**config.mk**
```make
export PLATFORM = sky130hd
export DESIGN_NAME = sensor_frame_crc_decoder
export DESIGN_NICKNAME = d
export VERILOG_FILES = /design/src/sfcd_pkg.sv /design/src/sensor_frame_crc_decoder.sv /design/src/sfcd_front.sv /design/src/sfcd_fifo.sv /design/src/sfcd_back.sv
export SDC_FILE = /design/constraint.sdc
export NUM_CORES = 1
export LEC_CHECK = 0
export ABC_CLOCK_PERIOD_IN_PS = 7000
export BUFFER_PORTS_ARGS = -buffer_cell sky130_fd_sc_hd__clkbuf_2
export CORE_MARGIN = 2
export CORE_UTILIZATION = 40
export CTS_CLUSTER_DIAMETER = 120
export DETAILED_ROUTE_END_ITERATION = 8
export PLACE_DENSITY = 0.67
export SETUP_SLACK_MARGIN = 0.5
export SKIP_LAST_GASP = 1
export SLEW_MARGIN = 20
export SYNTH_ARGS = -nofsm -noshare
export SYNTH_HDL_FRONTEND = slang
export SYNTH_SLANG_ARGS = --single-unit
```
**constraint.sdc**
```tcl
create_clock -name clk -period 7 [get_ports clk]
set_input_delay 0 -clock clk [delete_from_list [all_inputs] [get_ports clk]]
set_output_delay 0 -clock clk [all_outputs]
set_load 0.02 [all_outputs]
```
**src/sfcd_pkg.sv**
```systemverilog
// sfcd_pkg: shared types, constants and the CRC-8 byte update for the
// sensor frame CRC decoder. No dependencies.
package sfcd_pkg;

    localparam logic [7:0]  CRC_POLY    = 8'h31;
    localparam logic [7:0]  CRC_SEED    = 8'hFF;
    localparam logic [3:0]  FRAME_LAST  = 4'd8;
    localparam logic [10:0] TEMP_SCALE  = 11'd1750;
    localparam logic [11:0] TEMP_OFFSET = 12'd450;
    localparam logic [6:0]  HUM_SCALE   = 7'd100;
    localparam logic [16:0] FULL_SCALE  = 17'd65535;

    // byte role inside a three-byte word group
    typedef enum logic [1:0] {
        SUB_HIGH,
        SUB_LOW,
        SUB_CRC
    } sub_t;

    // one complete frame handed from the parser to the converter
    typedef struct packed {
        logic [15:0] co2_word;
        logic [15:0] temp_word;
        logic [15:0] hum_word;
        logic        bad;
    } frame_t;

    function automatic logic [7:0] crc_add(input logic [7:0] crc, input logic [7:0] b);
        logic [7:0] c;
        c = crc ^ b;
        for (int i = 0; i < 8; i++) begin
            if (c[7])
                c = {c[6:0], 1'b0} ^ CRC_POLY;
            else
                c = {c[6:0], 1'b0};
        end
        return c;
    endfunction

    function automatic sub_t sub_of(input logic [3:0] pos);
        sub_t s;
        case (pos)
            4'd0, 4'd3, 4'd6: s = SUB_HIGH;
            4'd1, 4'd4, 4'd7: s = SUB_LOW;
            default:          s = SUB_CRC;
        endcase
        return s;
    endfunction

endpackage

```
**src/sensor_frame_crc_decoder.sv**
```systemverilog
// sensor_frame_crc_decoder: top level. Ties the byte parser, the frame
// queue and the converter together. Depends on sfcd_pkg and sfcd_* modules.
//
// Usage:
//   s_axis carries one frame byte per request: tdata is the byte in wire
//   order, tuser marks the first byte of a frame and resyncs the byte count.
//   Nine bytes form a frame: three 16-bit big-endian words (CO2, temperature,
//   humidity), each followed by its CRC-8 (poly 0x31, init 0xFF).
//   m_axis carries one request per frame: CO2 in ppm, temperature in tenths
//   of a degree (signed), humidity in percent; m_axis_tuser is the CRC error
//   flag, and with it set the values repeat the last good reading (zero
//   before the first good frame).
//   Throughput: one byte per cycle while s_axis_tready is high. The ninth
//   byte's frame passes the queue, the multiply stage and the divide-by-65535
//   correction into the output register, which raises m_axis_tvalid.
//   While m_axis_tready is low, one result waits in the output register, one
//   frame in the multiply stage and two in the queue; s_axis_tready drops
//   only once the queue is full.
//   Reset clears byte position, CRC, queue, last good values and valid flags.
module sensor_frame_crc_decoder (
    input  logic        clk,
    input  logic        rst_n,
    input  logic        s_axis_tvalid,
    output logic        s_axis_tready,
    input  logic [7:0]  s_axis_tdata,   // [7:0] rx_byte
    input  logic        s_axis_tuser,   // [0] frame_start
    output logic        m_axis_tvalid,
    input  logic        m_axis_tready,
    output logic [39:0] m_axis_tdata,   // [15:0] co2_ppm, [27:16] temp_tenths,
                                        // [34:28] hum_percent, [39:35] zero
    output logic        m_axis_tuser    // [0] crc_error
);

    logic             byte_valid;
    logic             push;
    logic             full;
    logic             pop;
    logic             pop_valid;
    sfcd_pkg::frame_t push_frame;
    sfcd_pkg::frame_t pop_frame;
    logic [15:0]      co2_ppm;
    logic [11:0]      temp_tenths;
    logic [6:0]       hum_percent;

    assign s_axis_tready = !full;
    assign byte_valid    = s_axis_tvalid && !full;

    sfcd_front u_front (
        .clk         (clk),
        .rst_n       (rst_n),
        .byte_valid  (byte_valid),
        .rx_byte     (s_axis_tdata),
        .frame_start (s_axis_tuser),
        .push        (push),
        .frame       (push_frame)
    );

    sfcd_fifo u_fifo (
        .clk        (clk),
        .rst_n      (rst_n),
        .push       (push),
        .push_frame (push_frame),
        .full       (full),
        .pop        (pop),
        .pop_valid  (pop_valid),
        .pop_frame  (pop_frame)
    );

    sfcd_back u_back (
        .clk         (clk),
        .rst_n       (rst_n),
        .in_valid    (pop_valid),
        .in_frame    (pop_frame),
        .pop         (pop),
        .out_valid   (m_axis_tvalid),
        .out_ready   (m_axis_tready),
        .co2_ppm     (co2_ppm),
        .temp_tenths (temp_tenths),
        .hum_percent (hum_percent),
        .crc_error   (m_axis_tuser)
    );

    assign m_axis_tdata = {5'd0, hum_percent, temp_tenths, co2_ppm};

endmodule

```
**src/sfcd_front.sv**
```systemverilog
// sfcd_front: byte parser. Tracks frame position, checks word CRCs and
// emits one frame record per nine bytes. Depends on sfcd_pkg.
module sfcd_front (
    input  logic                clk,
    input  logic                rst_n,
    input  logic                byte_valid,   // request accepted this cycle
    input  logic [7:0]          rx_byte,
    input  logic                frame_start,
    output logic                push,
    output sfcd_pkg::frame_t    frame
);

    logic [3:0]  pos_reg, pos_next;
    logic [7:0]  crc_reg, crc_next;
    logic [7:0]  high_reg, high_next;
    logic [15:0] co2_reg, co2_next;
    logic [15:0] temp_reg, temp_next;
    logic [15:0] hum_reg, hum_next;
    logic        bad_reg, bad_next;
    logic [3:0]  pos;
    logic        bad_in;
    logic [15:0] word;

    always_comb
    begin
        pos       = (frame_start || pos_reg > sfcd_pkg::FRAME_LAST) ? 4'd0 : pos_reg;
        bad_in    = (pos == 4'd0) ? 1'b0 : bad_reg;
        word      = {high_reg, rx_byte};
        pos_next  = pos_reg;
        crc_next  = crc_reg;
        high_next = high_reg;
        co2_next  = co2_reg;
        temp_next = temp_reg;
        hum_next  = hum_reg;
        bad_next  = bad_reg;
        push      = 1'b0;
        if (byte_valid)
        begin
            bad_next = bad_in;
            case (sfcd_pkg::sub_of(pos))
                sfcd_pkg::SUB_HIGH:
                begin
                    high_next = rx_byte;
                    crc_next  = sfcd_pkg::crc_add(sfcd_pkg::CRC_SEED, rx_byte);
                end
                sfcd_pkg::SUB_LOW:
                begin
                    crc_next = sfcd_pkg::crc_add(crc_reg, rx_byte);
                    if (pos == 4'd1)
                        co2_next = word;
                    else if (pos == 4'd4)
                        temp_next = word;
                    else
                        hum_next = word;
                end
                default:
                begin
                    if (crc_reg != rx_byte)
                        bad_next = 1'b1;
                    crc_next = sfcd_pkg::CRC_SEED;
                end
            endcase
            if (pos == sfcd_pkg::FRAME_LAST)
            begin
                pos_next = 4'd0;
                push     = 1'b1;
            end
            else
                pos_next = pos + 4'd1;
        end
    end

    // humidity word is complete one byte before the last CRC byte
    assign frame = '{co2_word: co2_reg, temp_word: temp_reg,
                     hum_word: hum_reg, bad: bad_next};

    always_ff @(posedge clk or negedge rst_n)
    begin
        if (!rst_n)
        begin
            pos_reg  <= 4'd0;
            crc_reg  <= sfcd_pkg::CRC_SEED;
            high_reg <= 8'd0;
            co2_reg  <= 16'd0;
            temp_reg <= 16'd0;
            hum_reg  <= 16'd0;
            bad_reg  <= 1'b0;
        end
        else
        begin
            pos_reg  <= pos_next;
            crc_reg  <= crc_next;
            high_reg <= high_next;
            co2_reg  <= co2_next;
            temp_reg <= temp_next;
            hum_reg  <= hum_next;
            bad_reg  <= bad_next;
        end
    end

endmodule

```
**src/sfcd_fifo.sv**
```systemverilog
// sfcd_fifo: two-entry frame queue between parser and converter.
// Depends on sfcd_pkg.
module sfcd_fifo (
    input  logic                clk,
    input  logic                rst_n,
    input  logic                push,
    input  sfcd_pkg::frame_t    push_frame,
    output logic                full,
    input  logic                pop,
    output logic                pop_valid,
    output sfcd_pkg::frame_t    pop_frame
);

    sfcd_pkg::frame_t mem_reg [2];
    logic       wr_ptr_reg, wr_ptr_next;
    logic       rd_ptr_reg, rd_ptr_next;
    logic [1:0] count_reg, count_next;
    logic       do_push, do_pop;

    assign full      = (count_reg == 2'd2);
    assign pop_valid = (count_reg != 2'd0);
    assign pop_frame = mem_reg[rd_ptr_reg];
    assign do_push   = push && !full;
    assign do_pop    = pop && pop_valid;

    always_comb
    begin
        wr_ptr_next = do_push ? ~wr_ptr_reg : wr_ptr_reg;
        rd_ptr_next = do_pop ? ~rd_ptr_reg : rd_ptr_reg;
        count_next  = count_reg + {1'b0, do_push} - {1'b0, do_pop};
    end

    always_ff @(posedge clk)
    begin
        if (do_push)
            mem_reg[wr_ptr_reg] <= push_frame;
    end

    always_ff @(posedge clk or negedge rst_n)
    begin
        if (!rst_n)
        begin
            wr_ptr_reg <= 1'b0;
            rd_ptr_reg <= 1'b0;
            count_reg  <= 2'd0;
        end
        else
        begin
            wr_ptr_reg <= wr_ptr_next;
            rd_ptr_reg <= rd_ptr_next;
            count_reg  <= count_next;
        end
    end

endmodule

```
**src/sfcd_back.sv**
```systemverilog
// sfcd_back: converter. Scales temperature and humidity words, keeps the
// last good reading and drives the output register. Depends on sfcd_pkg.
module sfcd_back (
    input  logic                clk,
    input  logic                rst_n,
    input  logic                in_valid,
    input  sfcd_pkg::frame_t    in_frame,
    output logic                pop,
    output logic                out_valid,
    input  logic                out_ready,
    output logic [15:0]         co2_ppm,
    output logic [11:0]         temp_tenths,
    output logic [6:0]          hum_percent,
    output logic                crc_error
);

    // stage A: products
    logic        a_valid_reg, a_valid_next;
    logic [26:0] a_tprod_reg;
    logic [22:0] a_hprod_reg;
    logic [15:0] a_co2_reg;
    logic        a_bad_reg;
    // last good values and output register
    logic [15:0] last_co2_reg;
    logic [11:0] last_temp_reg;
    logic [6:0]  last_hum_reg;
    logic        o_valid_reg, o_valid_next;
    logic [15:0] o_co2_reg;
    logic [11:0] o_temp_reg;
    logic [6:0]  o_hum_reg;
    logic        o_err_reg;

    logic        out_adv, a_adv;
    logic [10:0] tq0;
    logic [16:0] tr0;
    logic [10:0] tq;
    logic [6:0]  hq0;
    logic [16:0] hr0;
    logic [6:0]  hq;
    logic [11:0] temp_val;

    assign out_adv = !o_valid_reg || out_ready;
    assign a_adv   = a_valid_reg && out_adv;
    assign pop     = in_valid && (!a_valid_reg || a_adv);

    // x / 65535: q0 = x >> 16, remainder q0 + low half, one correction step
    always_comb
    begin
        tq0      = a_tprod_reg[26:16];
        tr0      = {1'b0, a_tprod_reg[15:0]} + {6'd0, tq0};
        tq       = tq0 + {10'd0, (tr0 >= sfcd_pkg::FULL_SCALE)};
        hq0      = a_hprod_reg[22:16];
        hr0      = {1'b0, a_hprod_reg[15:0]} + {10'd0, hq0};
        hq       = hq0 + {6'd0, (hr0 >= sfcd_pkg::FULL_SCALE)};
        temp_val = {1'b0, tq} - sfcd_pkg::TEMP_OFFSET;
    end

    always_comb
    begin
        a_valid_next = a_valid_reg;
        if (pop)
            a_valid_next = 1'b1;
        else if (a_adv)
            a_valid_next = 1'b0;
        o_valid_next = o_valid_reg;
        if (a_adv)
            o_valid_next = 1'b1;
        else if (out_ready)
            o_valid_next = 1'b0;
    end

    always_ff @(posedge clk or negedge rst_n)
    begin
        if (!rst_n)
        begin
            a_valid_reg   <= 1'b0;
            o_valid_reg   <= 1'b0;
            last_co2_reg  <= 16'd0;
            last_temp_reg <= 12'd0;
            last_hum_reg  <= 7'd0;
        end
        else
        begin
            a_valid_reg <= a_valid_next;
            o_valid_reg <= o_valid_next;
            if (a_adv && !a_bad_reg)
            begin
                last_co2_reg  <= a_co2_reg;
                last_temp_reg <= temp_val;
                last_hum_reg  <= hq;
            end
        end
    end

    always_ff @(posedge clk)
    begin
        if (pop)
        begin
            a_tprod_reg <= 27'(in_frame.temp_word) * 27'(sfcd_pkg::TEMP_SCALE);
            a_hprod_reg <= 23'(in_frame.hum_word) * 23'(sfcd_pkg::HUM_SCALE);
            a_co2_reg   <= in_frame.co2_word;
            a_bad_reg   <= in_frame.bad;
        end
        if (a_adv)
        begin
            o_err_reg <= a_bad_reg;
            if (a_bad_reg)
            begin
                o_co2_reg  <= last_co2_reg;
                o_temp_reg <= last_temp_reg;
                o_hum_reg  <= last_hum_reg;
            end
            else
            begin
                o_co2_reg  <= a_co2_reg;
                o_temp_reg <= temp_val;
                o_hum_reg  <= hq;
            end
        end
    end

    assign out_valid   = o_valid_reg;
    assign co2_ppm     = o_co2_reg;
    assign temp_tenths = o_temp_reg;
    assign hum_percent = o_hum_reg;
    assign crc_error   = o_err_reg;

endmodule
```
==> results <==
- The relative slew slack is 35.88%.
- The time the worst path needs with I/O delays and setup is 6.006 ns.
- The register with the most flip-flops in the layout has 98 of them.
- The number of gates resized after CTS is 0.
- Port buffering added 50 buffers.
- The total number of nets in the final design is 1781.
- After detailed routing, the number of vias per cell comes to 4.933.
- Setup violations remaining at the end of the flow were counted as 0.
- The number of slew-limit violations in the final report came to 0.
- Of all flip-flops after synthesis, the portion carrying an async set or reset was 35.71%.
- The required time of the critical path is 7.31 ns.
- The pin count of the biggest net entering global routing is slightly above 60.
- The wire length per cell after detailed routing is ~16 um.
- For this run the aggregate overflow at the end of global routing stands at 0.
- The max-cap check violation count is 0.
- TritonCTS created 31 clock buffers.
- The pre-antenna-repair detailed-routing pass consisted of 5 iterations.
- The clock tree from TritonCTS is yes.
- The largest area contributor in the netlist is sky130_fd_sc_hd__edfxtp_1.
- The global-route wire length before repair is 56.67 mm.
- The clock insertion delay at the later pin of the skew report is 0.58 ns.
- The netlist uses 64 different library cells.
- The final hold violation count was 0.
- The endpoint identified for the worst register-to-register timing path is u_back.a_tprod_reg[24].
- The count of unresolved DRC violations after routing is 0.
- The path class of the tightest hold or removal check is primary input to async pin.
- The smallest hold slack is 0.02517 ns.
- For the worst flop-to-flop path, the logic depth is 17.
- Synthesis produced 1469 cells.
- After synthesis, the mean cell area works out to between 10 and 15 um2.
- The nature of the critical path endpoint is a flip-flop.
- Counting the fill cells in the layout gives between 3000 and 4000.
- At the pin with the least slew margin, the transition time is 0.9567 ns.
- The die outline area is ~47000 um2.
- The core area is around 44000 um2.
- The clock root buffer is sky130_fd_sc_hd__clkbuf_16.
- The delay of the slowest critical-path stage is between 0.5 and 0.6 ns.
- The final critical path takes up 85.80% of the cycle.
- Setup repair after global routing left no endpoint under its margin.
- For this block, the initial DRC count from the detailed router was 464.
- Across every metal layer, demand over resource in global routing totals 14.85%.
- The area growth from synthesis to layout is 11.25%.
- The via count of the first global-routing pass is 10990.
- The clock transition time at the flip-flop clock pins of the worst setup and hold paths is 0.06 ns.
- The congestion estimate from routability-driven global placement came to 0.8471.
- Counting flops and latches in the post-synthesis netlist gives 308.
- CTS built an H-tree with a depth of 1.
- The most used cell along the critical path is sky130_fd_sc_hd__fa_1.
- The number of cell rows is 77.
- Along the worst path, the maximum fanout reaches 37.
- The most numerous cell in the Yosys netlist is sky130_fd_sc_hd__edfxtp_1.
- Static timing analysis puts the maximum clock frequency at 0.1665 GHz.
- The synthesis warning total is 0.
- The maximum root-to-sink buffer count is 3.
- The synthesized design contains 198 enable-type register cells.
- Detailed routing inserted a total of 10590 vias.
- The area share of the largest cell type after synthesis is 33.00%.
- The arrival time of the worst setup path is 6.32 ns.
- The setup slack of the most critical reg-to-reg path is 0.99 ns.
- The number of I/O pins is 56.
- Detailed placement finished with a half-perimeter wire length of about 25 mm.
- The critical path goes through buf_4 -> mux2_2 -> ha_1 -> inv_1 -> fa_1 -> fa_1 -> inv_1 -> fa_1 -> fa_1 -> ha_1 -> a21o_1 -> nor2b_1 -> o21bai_1 -> a21oi_1 -> a221o_1 -> a21o_1 -> xor2_1.
- The worst register-to-register path begins at u_fifo.rd_ptr_reg.
- The summed negative setup slack over all endpoints is 0 ns.
- The number of antenna violations at the first check in global routing came to 1.
- The die is 216.2 um tall.
- The critical path in this run is classified as flip-flop to flip-flop.
- The die extent in x is 216.2 um.
- After synthesis, the cell types taking the most area are sky130_fd_sc_hd__edfxtp_1, sky130_fd_sc_hd__dfrtp_1, sky130_fd_sc_hd__ha_1.
- Once the floorplan was initialized, standard cells occupied 40.66% of the core.
- In this run the remaining antenna-violating nets after routing total 0.
- The commonest cells after synthesis are sky130_fd_sc_hd__edfxtp_1, sky130_fd_sc_hd__ha_1, sky130_fd_sc_hd__inv_1.
- Cells with a size suffix above 1 make up between 15 and 20% of the layout.
- For this run, the leading register cell type out of synthesis is sky130_fd_sc_hd__edfxtp_1.
- The synthesized area is between 15000 and 20000 um2.
- The flow ran to the end, and the final reports show no timing, DRC or antenna violations.
- On the critical path, the stage with the largest delay is an instance of sky130_fd_sc_hd__dfrtp_2.
- The sequential element share of the synthesized area is 48.33%.
- Wires add up to around 34 mm.
- The critical path launch point type is a flip-flop.
- The clock net sink count is 308.
- The clock skew after layout is approximately 0.025 ns.
## placed cells by master, fill, tap and decap left out, drive strengths merged, types with 10 or more instances in the layout
master | netlist | layout
nand2 | 143 | 143
nand3 | 14 | 14
nand2b | 11 | 11
a21o | 21 | 21
edfxtp | 198 | 198
fa | 74 | 74
mux2 | 121 | 121
buf | 20 | 10
ha | 165 | 165
dlygate4sd3 | 0 | 12
mux2i | 15 | 15
dfrtp | 102 | 102
xor2 | 34 | 34
o21ai | 56 | 56
nand4 | 12 | 12
a21oi | 49 | 49
inv | 165 | 168
nor2 | 44 | 44
xnor2 | 68 | 68
nor3 | 12 | 12
clkbuf | 28 | 93
## per-stage QoR
stage               setup WS (ns)  utilization (%)  instance area [um2]  instances
detailed placement         0.9842            42.67                18910       2076
finish                     0.9937            45.23                20050       2147
floorplan                   1.213                -                18040       1473
global placement            1.052            42.67                18910       2076
CTS                        0.9648            45.23                20040       2146
global route               0.7018            45.23                20050       2147
## cells by family (layout without fill, tap and decap cells)
kind of cell / Yosys count / after routing / synth area share, %
other: 1 / 6 / 0.02081
buffers and inverters: 213 / 294 / 4.639
XOR/XNOR: 103 / 103 / 5.083
flip-flops: 308 / 308 / 48.33
adder cells (fa/ha/maj): 239 / 239 / 19.68
multiplexers: 136 / 136 / 8.395
AO/OA/AOI/OAI: 191 / 191 / 6.784
AND/OR/NAND/NOR: 278 / 278 / 7.069
## critical path: cells and delay by family (launching register included)
kind	cells	cell delay, ns
buf+inv	3	0.67
compound gates	5	1.01
simple gates	1	0.13
mux	1	0.45
xor+xnor	1	0.14
fa+ha+maj	6	2.76
flops	1	0.58
## cell type report
class                      count  area, um2  area share [%]
antenna                        1      2.502         0.01248
clock buffer                  44      864.6           4.313
clock inverter                14      148.9          0.7428
inverter                     165      619.3           3.090
multi-input combinational    952       8519           42.50
sequential                   308       8710           43.45
tap                          592      740.7           3.695
timing repair buffer          71      440.4           2.197
## repair_timing
item,in CTS,in global routing
hold buffers,12,0
hold endpoints to repair,93,0
buffers inserted,0,0
## metal layers
layer | global-route usage [%] | up-vias | routed length (um)
li1 | - | 5208 | -
met4 | 3.105 | 0 | 522
met2 | 25.34 | 149 | 16380
met1 | 20.48 | 5190 | 16100
met5 | 0 | - | 0
met3 | 1.698 | 44 | 1076
## worst max path at each step
stage	start	cells past startpoint	end	slack, ns
final	u_fifo.rd_ptr_reg	17	u_back.a_tprod_reg[24]	0.99
after global routing	u_fifo.rd_ptr_reg	17	u_back.a_tprod_reg[24]	0.70
after CTS	u_fifo.rd_ptr_reg	17	u_back.a_tprod_reg[24]	0.96
after detailed placement	u_fifo.rd_ptr_reg	17	u_back.a_tprod_reg[24]	0.98
after global placement	u_fifo.rd_ptr_reg	17	u_back.a_tprod_reg[24]	1.05
after floorplan	u_fifo.rd_ptr_reg	19	u_back.a_tprod_reg[24]	1.21
Power is left out: the tool's default activity adds up to more than one toggle a clock period on the data nets, which glitch-free logic cannot reach.
